File: src/rtl/core/nds_pkg.sv
// Shared constants, codes and types for the near-duplicate string filter.
package nds_pkg;

   localparam int ENTRIES   = 32;
   localparam int MAX_LEN   = 32;

   localparam int CHAR_W    = 8;
   localparam int THR_W     = 8;
   localparam int STATUS_W  = 2;
   localparam int SLOT_W    = 5;
   localparam int COUNT_W   = 6;
   localparam int CSR_IDX_W = 2;

   localparam int IDX_W  = (ENTRIES > 1) ? $clog2(ENTRIES) : 1;
   localparam int CNT_W  = $clog2(ENTRIES + 1);
   localparam int POS_W  = (MAX_LEN > 1) ? $clog2(MAX_LEN) : 1;
   localparam int ELEN_W = $clog2(MAX_LEN + 1);
   localparam int LEN_W  = $clog2(MAX_LEN + 2);
   localparam int DEPTH  = ENTRIES * MAX_LEN;
   localparam int ADDR_W = (DEPTH > 1) ? $clog2(DEPTH) : 1;
   localparam int PROD_W = ELEN_W + THR_W;

   localparam logic [CSR_IDX_W-1:0] CSR_THRESH_NUM = CSR_IDX_W'(0);
   localparam logic [CSR_IDX_W-1:0] CSR_THRESH_DEN = CSR_IDX_W'(1);

   localparam logic [THR_W-1:0] THRESH_NUM_RST = THR_W'(4);
   localparam logic [THR_W-1:0] THRESH_DEN_RST = THR_W'(5);

   typedef enum logic [STATUS_W-1:0] {
      ST_INSERTED = 2'd0,
      ST_SIMILAR  = 2'd1,
      ST_FULL     = 2'd2,
      ST_TOO_LONG = 2'd3
   } status_type;

   typedef enum logic [3:0] {
      S_RECV,
      S_START,
      S_LOAD,
      S_SCAN,
      S_DRAIN,
      S_MUL,
      S_TEST,
      S_COPY,
      S_CDRAIN,
      S_DONE
   } state_type;

   typedef struct packed {
      logic       cand_write;
      logic       result_set;
      status_type result_status;
      logic       entry_clear;
      logic       entry_next;
      logic       load_entry;
      logic       scan_issue;
      logic       mul_load;
      logic       copy_start;
      logic       copy_issue;
      logic       commit;
      logic       out_load;
   } dp_cmd_type;

   typedef struct packed {
      logic too_long;
      logic full;
      logic empty;
      logic scan_last;
      logic copy_last;
      logic similar;
      logic entry_last;
      logic out_free;
   } dp_stat_type;

endpackage

File: src/rtl/core/nds_ctrl.sv
// Sequencer for receiving a candidate, comparing it with stored entries and inserting it.
module nds_ctrl import nds_pkg::*; (
   input  logic        clock,
   input  logic        reset,
   input  logic        req_valid,
   input  logic        req_last,
   output logic        req_ready,
   input  dp_stat_type stat,
   output dp_cmd_type  cmd
);

   state_type state_ff;
   state_type state_in;

   always_ff @(posedge clock) begin
      if (reset) begin
         state_ff <= S_RECV;
      end else begin
         state_ff <= state_in;
      end
   end

   always_comb begin
      state_in = state_ff;
      case (state_ff)
         S_RECV: begin
            if (req_valid && req_last) state_in = S_START;
         end
         S_START: begin
            if (stat.too_long || stat.full) state_in = S_DONE;
            else if (stat.empty) state_in = S_COPY;
            else state_in = S_LOAD;
         end
         S_LOAD:  state_in = S_SCAN;
         S_SCAN: begin
            if (stat.scan_last) state_in = S_DRAIN;
         end
         S_DRAIN: state_in = S_MUL;
         S_MUL:   state_in = S_TEST;
         S_TEST: begin
            if (stat.similar) state_in = S_DONE;
            else if (stat.entry_last) state_in = S_COPY;
            else state_in = S_LOAD;
         end
         S_COPY: begin
            if (stat.copy_last) state_in = S_CDRAIN;
         end
         S_CDRAIN: state_in = S_DONE;
         S_DONE: begin
            if (stat.out_free) state_in = S_RECV;
         end
         default: state_in = S_RECV;
      endcase
   end

   always_comb begin
      cmd = '0;
      cmd.result_status = ST_INSERTED;
      req_ready = 1'b0;
      case (state_ff)
         S_RECV: begin
            req_ready = 1'b1;
            cmd.cand_write = req_valid;
         end
         S_START: begin
            if (stat.too_long) begin
               cmd.result_set = 1'b1;
               cmd.result_status = ST_TOO_LONG;
            end else if (stat.full) begin
               cmd.result_set = 1'b1;
               cmd.result_status = ST_FULL;
            end else if (stat.empty) begin
               cmd.copy_start = 1'b1;
            end else begin
               cmd.entry_clear = 1'b1;
            end
         end
         S_LOAD:  cmd.load_entry = 1'b1;
         S_SCAN:  cmd.scan_issue = 1'b1;
         S_DRAIN: cmd = cmd;
         S_MUL:   cmd.mul_load = 1'b1;
         S_TEST: begin
            if (stat.similar) begin
               cmd.result_set = 1'b1;
               cmd.result_status = ST_SIMILAR;
            end else if (stat.entry_last) begin
               cmd.copy_start = 1'b1;
            end else begin
               cmd.entry_next = 1'b1;
            end
         end
         S_COPY:   cmd.copy_issue = 1'b1;
         S_CDRAIN: cmd.commit = 1'b1;
         S_DONE:   cmd.out_load = stat.out_free;
         default:  cmd = '0;
      endcase
   end

endmodule

File: config.mk
export PLATFORM = sky130hd
export DESIGN_NAME = nds_ctrl
export DESIGN_NICKNAME = d
export VERILOG_FILES = /design/src/rtl/core/nds_pkg.sv /design/src/rtl/core/nds_ctrl.sv
export SDC_FILE = /design/constraint.sdc
export NUM_CORES = 1
export LEC_CHECK = 0
export BUFFER_PORTS_ARGS = -buffer_cell sky130_fd_sc_hd__buf_2
export CORE_AREA = 2 2 39 41
export CTS_CLUSTER_SIZE = 28
export DETAILED_ROUTE_END_ITERATION = 7
export DIE_AREA = 0 0 41 43
export GPL_TIMING_DRIVEN = 0
export PLACE_DENSITY_LB_ADDON = 0.15
export SYNTH_ARGS = -nofsm -noshare
export SYNTH_HDL_FRONTEND = slang
export SYNTH_SLANG_ARGS = --single-unit
File: constraint.sdc
create_clock -name clock -period 2.4 [get_ports clock]
set_clock_uncertainty 0.1 [all_clocks]
set_input_delay 0.12 -clock clock [delete_from_list [all_inputs] [get_ports clock]]
set_output_delay 0.12 -clock clock [all_outputs]
set_load 0.02 [all_outputs]
* Word-level counts from Yosys, hierarchy flattened
Index checks and enable logic that the tools add are counted.
** Storage, ports and cells
- Register bits :: 4
- Latch bits :: 0
- RAM bits :: 0
- Bits in read-only memories :: 0
- Input bits :: 12
- Output and inout bits :: 14
- Memories kept :: 0
** Cells by class
- Add/sub/neg operators :: 0
- $mul :: 0
- Div/mod/pow operators :: 0
- Order comparisons :: 0
- Eq/ne operators :: 13
- Shifts and indexed selects :: 0
- Multiplexer cells :: 34
- Bitwise operators :: 0
- Reduce and logical (&&, ||, !) cells :: 4
** Operator list (number)
- 4-bit case mux with 10 select lines :: 1
- 4-bit two-way mux :: 6
- 1-bit two-way mux :: 20
- 4-bit by 3-bit equality test with 1-bit output (second input constant) :: 4
- 3-bit two-way mux :: 5
- 4-bit by 2-bit equality test with 1-bit output (second input constant) :: 2
- 4-bit equality test (second input constant) :: 2
- 2-bit != test (second input constant) :: 4
- 3-bit case mux with 2 select lines :: 1
- 4-bit by 1-bit equality test with 1-bit output (second input constant) :: 1
- 4-bit zero test :: 1
- 4-bit AND reduction :: 1
- 1-bit case mux with 2 select lines :: 1
- 1-bit logical AND :: 1
- 1-bit logical OR :: 1

* Depth between registers and ports, before layout
Gate-level depths: netlist (run 1).
- Depth in word-level cells :: 4
- Mapped depth :: 5
- Gate-level depth less buffers :: 4

* Worst setup path before layout (run 1)
No wires, ideal clock.
- Path kind :: flip-flop to output port
- From :: register state_ff[2]
- To :: output cmd[12] (netlist name)
- Arrival time :: 1.631 ns
- Data required time :: 2.180 ns
- Path slack :: 0.549 ns
- Cell stages (with the launch flop) :: 4
- Path buffers :: 1
- Path through :: dfxtp_1 clkbuf_1 nor4_1 and2_1
** RTL lines
- from (decl) :: line nds_ctrl.sv:12 : state_type state_ff;
- from (signal assigned) :: line nds_ctrl.sv:19 : state_ff <= state_in;
- to (decl) :: line nds_ctrl.sv:9 : output dp_cmd_type cmd

==> flow_metrics.env, run 1 <==
export IMPL_avgSynthCellArea_sq_um=7.527
export IMPL_post_route_min_period_ps=1968
export IMPL_drive_gt1_frac=0.3956
export IMPL_leakagePower_nw=0.3046
export IMPL_clk_pin_slew_ps=40
export IMPL_rr_worst_depth=5
export IMPL_cp_startpoint="state_ff[3]"
export IMPL_worstPathCellList="nand2b_4 > buf_6 > or4b_4 > a2bb2o_4 > buf_2"
export IMPL_synth_area_leaders="dfxtp_1, nor3_1, nor2_1, a21oi_1, a2bb2o_4"
export IMPL_htree_levels=1
export IMPL_antenna_found_initial=0
export IMPL_synth_main_ff_cell="dfxtp_1"
export IMPL_hold_viol=0
export IMPL_dieArea_sq_um=1763
export IMPL_remaining_drc_errors=0
export IMPL_worst_slew_pin_transition_ps=405.5
export IMPL_max_freq_mhz=508.2
export IMPL_regMostFlops="state_ff"
export IMPL_num_vias=571
export IMPL_syn_area_sq_um=466.7
export IMPL_synth_most_common_cell="nor2_1"
export IMPL_holdCritStartpoint="stat[2]"
export IMPL_layout_nets=105
export IMPL_numPortBuffers=25
export IMPL_multi_input_area_sq_um=345.3
export IMPL_fill_cells=148
export IMPL_fin_crit_sh=0.8198
export IMPL_cp_required_ps=2180
export IMPL_core_sq_um=1384
export IMPL_finalWeightedCongestion=0.8592
export IMPL_slowest_delay_ps=500
export IMPL_reg2reg_to="state_ff[2]"
export IMPL_worst_ep_arrival_time_ps=1750
export IMPL_clk_path_buf_depth=2
export IMPL_yosys_area_top_type="dfxtp_1"
export IMPL_setup_tns_final_ps=0
export IMPL_synth_edf_count=0
export IMPL_ant_nets=0
export IMPL_maxCapViolCount=0
export IMPL_grt_pass1_vias=489
export IMPL_wl_per_cell_microns=12.46
export IMPL_yosys_top_cells_count="nor2_1, nor3_1, a21oi_1"
export IMPL_worst_slack_ps=432.4
export IMPL_clk_latency_ps=230
export IMPL_dp_hpwl_microns=1031
export IMPL_seq_area_frac_synth=0.1716
export IMPL_die_h_microns=43
export IMPL_rsz0062_at_grt="false"
export IMPL_rr_startpoint="state_ff[0]"
export IMPL_track_usage=0.1749
export IMPL_finalSetupViolCount=0
export IMPL_cp_start_kind="flop"
export IMPL_syn_inst=62
export IMPL_ir_drop_mv=0.1830
export IMPL_cts_sinks=4
export IMPL_dp_slack_ps=629.7
export IMPL_synth_nets=74
export IMPL_root_buffer="clkbuf_4"
export IMPL_seqCellArea_sq_um=80.08
export IMPL_dp_cells=103
export IMPL_hp_class="input pin to flop"
export IMPL_reg_top3="state_ff x4"
export IMPL_status="finished, final reports clean"
export IMPL_largest_reg_flops=4
export IMPL_path_buf_inv=2
export IMPL_die_w_microns=41
export IMPL_synth_top_cell_area_share=0.1716
export IMPL_vias_per_cell=5.336
export IMPL_path_max_fanout=8
export IMPL_synthDistinctLibCells=33
export IMPL_cts_buffers=3
export IMPL_r2r_slack_ps=610
export IMPL_ys_ff_latch=4
export IMPL_rows=14
export IMPL_p_per_area_nw_per_um2=481.2
export IMPL_drtIter0Drc=17
export IMPL_crit_end="cmd[3]"
export IMPL_diodes=0
export IMPL_overflow=0
export IMPL_routed_wirelength_microns=1333
export IMPL_crit_type="flop to output port"
export IMPL_yosys_warnings=0
export IMPL_fin_cells=107
export IMPL_syn_to_final_growth_pct=38.07
export IMPL_cts_tree="built"
export IMPL_post_cts_resize_count=0
export IMPL_slowest_stage="or4b_4"
export IMPL_grt_pass1_wl_microns=2145
export IMPL_initial_utilization=0.3373
export IMPL_num_io_pins=26
export IMPL_async_reset_ff_frac=0
export IMPL_critical_path_depth=5
export IMPL_cp_end_kind="output port"
export IMPL_relSlewSlack=0.7297
export IMPL_grt_max_degree=11
export IMPL_dr_pass1_iters=4
export IMPL_slew_violations=0
export IMPL_critPathTopFamily="simple AND/OR/NAND/NOR gates"
stage by stage:
| stage | utilization | hold slack [ps] | instance area (sq um) | power [W] |
|---|---|---|---|---|
| global route | 0.4656 | 145.4 | 644.4 | 0.0003356 |
| detailed placement | 0.4421 | 226.5 | 611.8 | 0.0002282 |
| finish | 0.4656 | 144.5 | 644.4 | 0.0003101 |
| CTS | 0.4656 | 142.5 | 644.4 | 0.0003134 |
| floorplan | - | 89.41 | 466.7 | 0.0001846 |
| global placement | 0.4421 | 222.7 | 611.8 | 0.0002292 |
how the worst min path moves through the flow:
stage / endpoint / slack [ps] / cells after the start
after floorplan: state_ff[1] / 90 / 1
final: state_ff[1] / 140 / 3
after CTS: state_ff[1] / 140 / 3
after detailed placement: state_ff[1] / 230 / 2
after global placement: state_ff[1] / 220 / 2
after global routing: state_ff[1] / 150 / 3
per-layer routing:
metal / GRT usage / routed length (microns) / up-vias
met3: 0.03141 / 95 / 0
met2: 0.2500 / 616 / 25
li1: - / - / 291
met1: 0.2548 / 622 / 255
met5: 0 / 0 / -
met4: 0.06000 / 0 / 0
worst register-to-register path: stages (launching register included):
cell and delay [ps]:
dfxtp_1 340, buf_4 180, a21bo_1 230, or3_1 400, o211a_1 150, o221a_1 260
what timing repair did:
item                                    CTS  global route
hold buffers                              1             0
endpoints found under the hold margin     2             0
endpoints found under the setup margin    0             0
setup buffers                             0             0
cell families after synthesis:
logic type | Yosys count | synth area share
simple gates | 33 | 0.4424
compound gates | 16 | 0.2761
buf+inv | 8 | 0.08847
flops | 4 | 0.1716
mux | 1 | 0.02145
report_power, final:
group,internal (W),total (W),switching [W]
clock network,0.0000558,0.0000808,0.0000250
registers,0.0000726,0.0000791,0.00000647
logic,0.0000643,0.000150,0.0000859
area by class of cell:
type | count | share of cell area
multi-input combinational | 50 | 0.5359
timing repair buffer | 26 | 0.2097
sequential | 4 | 0.1243
buffer | 5 | 0.04660
clock buffer | 3 | 0.03495
tap | 16 | 0.03107
inverter | 3 | 0.01748
placed cells by master (no fill, tap or decap), drive strengths merged:
cell / count
o21bai: 1
a2bb2o: 1
o22ai: 2
nor2b: 1
and2: 1
dlygate4sd3: 1
or4b: 3
a21bo: 1
a21oi: 5
inv: 3
o211a: 1
buf: 27
nand2: 2
mux2i: 1
nor4b: 1
a31oi: 2
dfxtp: 4
o21ai: 1
nand4b: 1
nand2b: 3
o32ai: 1
clkbuf: 6
nand4bb: 1
nor4: 2
or3: 1
nor3: 8
nor2: 9
o221a: 1
(Power assumes the default switching activity.)
==> run 2, diff against run 1 <==
==> constraint.sdc (replaced) <==
create_clock -name clock -period 1.8 [get_ports clock]
set_clock_uncertainty 0.1 [all_clocks]
set_input_delay 0.09 -clock clock [delete_from_list [all_inputs] [get_ports clock]]
set_output_delay 0.09 -clock clock [all_outputs]
set_load 0.02 [all_outputs]
==> run 2 against run 1 <==
  * Sequential power up 33%
  * Flip-flop and latch count stayed put
  * Worst setup slack worse by 410 ps
  * Total power increased by 42%
  * Combinational power is 49% higher
  * Critical endpoint unchanged
  * Count of clock-buffer cells in the layout unchanged
  * Via count grew 1.2%
  * Clock power is 36% higher
  * First-iteration DRC count decreased by 35%
  * Worst hold slack worse by 50 ps
  * Cell count increased by 1.9%
==> flow_metrics.env, run 2 (synthesis results as in run 1) <==
export IMPL_p_per_area_nw_per_um2=621.1
export IMPL_worst_ep_arrival_time_ps=1580
export IMPL_cp_start_kind="flop"
export IMPL_path_max_fanout=4
export IMPL_initial_utilization=0.3373
export IMPL_worst_slew_pin_transition_ps=376.5
export IMPL_rr_worst_depth=5
export IMPL_grt_pass1_wl_microns=2270
export IMPL_clk_pin_slew_ps=40
export IMPL_num_io_pins=26
export IMPL_detailed_place_area_sq_um=618.1
export IMPL_holdCritStartpoint="stat[2]"
export IMPL_overflow=0
export IMPL_cts_buffers=3
export IMPL_finalWeightedCongestion=0.8347
export IMPL_p_int_w=0.0002736
export IMPL_crit_type="flop to output port"
export IMPL_reg_top3="state_ff x4"
export IMPL_die_w_microns=41
export IMPL_remaining_drc_errors=0
export IMPL_p_sw_frac=0.3770
export IMPL_final_area_sq_um=706.9
export IMPL_status="finished, final reports clean"
export IMPL_grt_pass1_vias=519
export IMPL_track_usage=0.1815
export IMPL_max_freq_mhz=563.6
export IMPL_regMostFlops="state_ff"
export IMPL_dieArea_sq_um=1763
export IMPL_hold_viol=0
export IMPL_rows=14
export IMPL_layout_nets=107
export IMPL_fill_cells=150
export IMPL_drtIter0Drc=11
export IMPL_pwr_share_clk=0.250
export IMPL_cts_tree="built"
export IMPL_ir_drop_mv=0.3286
export IMPL_cp_required_ps=1610
export IMPL_whs_ps=94.53
export IMPL_num_vias=578
export IMPL_setup_tns_final_ps=0
export IMPL_fin_crit_sh=0.9856
export IMPL_diodes=0
export IMPL_numPortBuffers=25
export IMPL_dp_slack_ps=63.95
export IMPL_clk_latency_ps=230
export IMPL_grt_max_degree=11
export IMPL_met1_usage=0.2628
export IMPL_grt_most_used_layer="met2"
export IMPL_p_seq_frac=0.240
export IMPL_die_h_microns=43
export IMPL_maxCapViolCount=0
export IMPL_final_cell_mix="buf_2, nor2_1, nor3_1"
export IMPL_slew_violations=0
export IMPL_largest_reg_flops=4
export IMPL_power_switching_w=0.0001655
export IMPL_min_path_cells=3
export IMPL_wl_per_cell_microns=12.33
export IMPL_grt_use_met3=0.01571
export IMPL_final_common_cell="buf_2"
export IMPL_hp_class="input pin to flop"
export IMPL_cp_startpoint="state_ff[3]"
export IMPL_finalSetupViolCount=0
export IMPL_htree_levels=1
export IMPL_drive_gt1_frac=0.5161
export IMPL_post_route_min_period_ps=1774
export IMPL_cp_end_kind="output port"
export IMPL_leakagePower_nw=0.3374
export IMPL_root_buffer="clkbuf_4"
export IMPL_antenna_found_initial=0
export IMPL_rr_startpoint="state_ff[0]"
export IMPL_met2_usage=0.2813
export IMPL_worst_slack_ps=25.83
export IMPL_ant_nets=0
export IMPL_syn_to_final_growth_pct=51.47
export IMPL_core_sq_um=1384
export IMPL_comb_power_share=0.510
export IMPL_cts_sinks=4
export IMPL_vias_per_cell=5.303
export IMPL_dr_pass1_iters=4
export IMPL_rsz0062_at_grt="true"
export IMPL_routed_wirelength_microns=1344
export IMPL_relSlewSlack=0.7482
export IMPL_clk_path_buf_depth=2
export IMPL_dp_hpwl_microns=1027
[run 2: cell types whose count changed in the layout (fill, tap and decap cells not counted), sizes merged]
cell	delta
buf	+3
clkbuf	-1
[run 2: power groups by stage]
stage	clock, W	sequential [W]	combinational (W)
3_3_place_gp	0	0.000106	0.000202
3_5_place_dp	0	0.000106	0.000201
5_1_grt	0.000119	0.000107	0.000243
4_1_cts	0.000113	0.000104	0.000217
6_report	0.000110	0.000105	0.000224
2_1_floorplan	0	0.000104	0.000146
[run 2: routing by layer]
layer | share of wire | routed length, microns
met1 | 0.50 | 670
met5 | 0 | 0
met4 | 0 | 0
met3 | 0.041 | 55
met2 | 0.46 | 618
[run 2: final timing paths]
check           endpoint  slack (ps)
max               cmd[3]          30
min          state_ff[1]          90
max reg2reg  state_ff[2]          90
min reg2reg  state_ff[1]         520
[run 2: what timing repair did]
item / in CTS / in global routing
hold buffers: 1 / 0
setup buffers: 4 / 0
pin swaps: 2 / 0
hold endpoints to repair: 2 / 0
cloned: 0 / 0
endpoints found under the setup margin: 5 / 5
resized for setup: 9 / 5
[run 2: through the flow]
step,util,instances,total power [W]
finish,0.5109,109,0.0004391
floorplan,-,62,0.0002495
global placement,0.4467,103,0.0003075
global route,0.5109,109,0.0004691
detailed placement,0.4467,103,0.0003071
CTS,0.5009,110,0.0004343
[run 2: layout make-up]
type	instances	area (sq um)	share of cell area
clock buffers	3	22.52	0.03186
repair buffers	30	173.9	0.2460
inverters	3	11.26	0.01593
multi-input cells	50	371.6	0.5257
flip-flops and latches	4	86.33	0.1221
well taps	16	20.02	0.02832
plain buffers	3	21.27	0.03009
[run 2: critical path: stages (launching register included)]
cell	delay, ps
dfxtp_4	340
or4b_4	580
nor3_4	170
a2bb2o_4	160
buf_6	110
==> run 3, diff against run 2 <==
--- a/config.mk
+++ b/config.mk
@@ -12,6 +12,7 @@
 export DIE_AREA = 0 0 41 43
 export GPL_TIMING_DRIVEN = 0
 export PLACE_DENSITY_LB_ADDON = 0.15
+export SETUP_SLACK_MARGIN = 0.4
 export SYNTH_ARGS = -nofsm -noshare
 export SYNTH_HDL_FRONTEND = slang
 export SYNTH_SLANG_ARGS = --single-unit
==> run 3 against run 2 <==
  * The flow now finishes with violations (setup timing)
  * Worst setup slack lost 69 ps
  * Maximum frequency shrank 3.7%
  * Flip-flop and latch count is the same
  * Critical path type unchanged
==> flow_metrics.env, run 3 (synthesis results as in run 1) <==
export IMPL_dp_hpwl_microns=1056
export IMPL_path_max_fanout=4
export IMPL_remaining_drc_errors=0
export IMPL_ant_nets=0
export IMPL_p_per_area_nw_per_um2=567.2
export IMPL_layout_nets=120
export IMPL_finalWeightedCongestion=0.7846
export IMPL_dp_cells=103
export IMPL_root_buffer="clkbuf_4"
export IMPL_final_cell_mix="buf_6, buf_2, buf_4"
export IMPL_maxCapViolCount=0
export IMPL_crit_type="flop to output port"
export IMPL_reg_top3="state_ff x4"
export IMPL_dieArea_sq_um=1763
export IMPL_wl_per_cell_microns=15.99
export IMPL_slew_violations=0
export IMPL_clk_path_buf_depth=2
export IMPL_num_vias=679
export IMPL_die_h_microns=43
export IMPL_met1_usage=0.2862
export IMPL_antenna_found_initial=0
export IMPL_cp_start_kind="flop"
export IMPL_grt_max_degree=11
export IMPL_overflow=0
export IMPL_met2_usage=0.4063
export IMPL_cp_required_ps=1610
export IMPL_grt_most_used_layer="met2"
export IMPL_slowest_stage="or4b_4"
export IMPL_violations="setup timing"
export IMPL_ir_drop_mv=0.4381
export IMPL_final_area_sq_um=1097
export IMPL_num_io_pins=26
export IMPL_finalSetupViolCount=2
export IMPL_track_usage=0.2380
export IMPL_htree_levels=1
export IMPL_status="finished with violations"
export IMPL_routed_wirelength_microns=1951
export IMPL_initial_utilization=0.3373
export IMPL_comb_power_share=0.650
export IMPL_leakagePower_nw=0.4643
export IMPL_regMostFlops="state_ff"
export IMPL_cts_sinks=4
export IMPL_p_seq_frac=0.170
export IMPL_final_common_cell="buf_6"
export IMPL_relSlewSlack=0.6876
export IMPL_drtIter0Drc=17
export IMPL_fill_cells=95
export IMPL_power_switching_w=0.0002369
export IMPL_grt_pass1_wl_microns=2925
export IMPL_p_int_w=0.0003855
export IMPL_slowest_delay_ps=500
export IMPL_clk_latency_ps=240
export IMPL_post_route_min_period_ps=1843
export IMPL_core_sq_um=1384
export IMPL_fin_crit_sh=1.024
export IMPL_hp_class="input pin to flop"
export IMPL_clk_pin_slew_ps=40
export IMPL_dr_pass1_iters=4
export IMPL_worst_ep_arrival_time_ps=1650
export IMPL_hold_viol=0
export IMPL_cp_common_cell="buf_6"
export IMPL_drive_gt1_frac=0.7358
export IMPL_detailed_place_area_sq_um=685.7
export IMPL_worst_slack_ps=-43.02
export IMPL_setup_tns_final_ps=-62.99
export IMPL_fin_cells=122
export IMPL_rsz0062_at_grt="true"
export IMPL_grt_use_met3=0.06806
export IMPL_syn_to_final_growth_pct=135.1
export IMPL_die_w_microns=41
export IMPL_worstPathCellList="nand2b_4 > buf_6 > or4b_4 > a2bb2o_4 > buf_6"
export IMPL_vias_per_cell=5.566
export IMPL_p_sw_frac=0.3807
export IMPL_largest_reg_flops=4
export IMPL_rows=14
export IMPL_grt_pass1_vias=646
export IMPL_diodes=0
export IMPL_cts_tree="built"
export IMPL_max_freq_mhz=542.6
export IMPL_worst_slew_pin_transition_ps=455.6
export IMPL_cts_buffers=3
export IMPL_pwr_share_clk=0.180
export IMPL_numPortBuffers=25
export IMPL_cp_end_kind="output port"
==> run 3: changes by cell type in the layout (fill, tap and decap cells not counted), moves of 4 or more <==
cell    previous run  this run
buf_2             23        11
buf_4              5        11
buf_6              2        18
nor2_1             9         5
==> run 3: metal layers <==
| metal | wire length (microns) | up-vias |
|---|---|---|
| met5 | 0 | - |
| met4 | 27 | 0 |
| met3 | 104 | 4 |
| met2 | 1075 | 32 |
| met1 | 744 | 318 |
| li1 | - | 325 |
==> run 3: path summary, 6_finish.rpt <==
kind | to | from | cells past startpoint | slack, ps
worst max-delay path | cmd[3] | state_ff[3] | 5 | -40
worst min-delay path | state_ff[1] | stat[2] | 3 | 110
worst max register to register | state_ff[2] | state_ff[3] | 7 | 20
worst min register to register | state_ff[1] | state_ff[0] | 2 | 500
==> run 3: repair_timing <==
item / in CTS / in global routing
hold buffers: 1 / 0
resized for setup: 51 / 17
hold endpoints to repair: 2 / 0
buffers inserted: 15 / 0
pin swaps: 13 / 10
setup endpoints to repair: 18 / 18
==> run 3: worst max-delay path, delay by kind of cell, from the launching register on <==
| family | cells | cell delay [ps] |
|---|---|---|
| and+or+nand+nor | 2 | 630 |
| buffers and inverters | 2 | 220 |
| AOI/OAI and AO/OA | 1 | 220 |
| DFF | 1 | 340 |
==> run 3: power groups by stage <==
stage               clock, W  combinational, W  sequential (W)
finish              0.000112          0.000404        0.000106
global route        0.000126          0.000425        0.000107
CTS                 0.000120          0.000359        0.000105
detailed placement         0          0.000227        0.000108
global placement           0          0.000228        0.000108
floorplan                  0          0.000168        0.000105
==> run 3: through the flow <==
| stage | hold slack [ps] | total power (W) | worst slack (ps) | util |
|---|---|---|---|---|
| floorplan | 59.41 | 0.0002727 | 168.0 | - |
| global placement | 194.4 | 0.0003359 | 60.23 | 0.4955 |
| detailed placement | 200.4 | 0.0003351 | 50.91 | 0.4955 |
| CTS | 97.57 | 0.0005839 | -84.39 | 0.7414 |
| global route | 120.1 | 0.0006575 | -80.42 | 0.7929 |
| finish | 108.7 | 0.0006224 | -43.02 | 0.7929 |
==> run 3: cell type report <==
cell class                 count  area [sq um]  share of cell area
tap                           16         20.02             0.01824
inverter                       3         11.26             0.01026
multi-input combinational     50         519.2              0.4732
clock buffer                   3         22.52             0.02052
buffer                         5         76.32             0.06956
timing repair buffer          41         357.8              0.3261
sequential                     4         90.09             0.08210
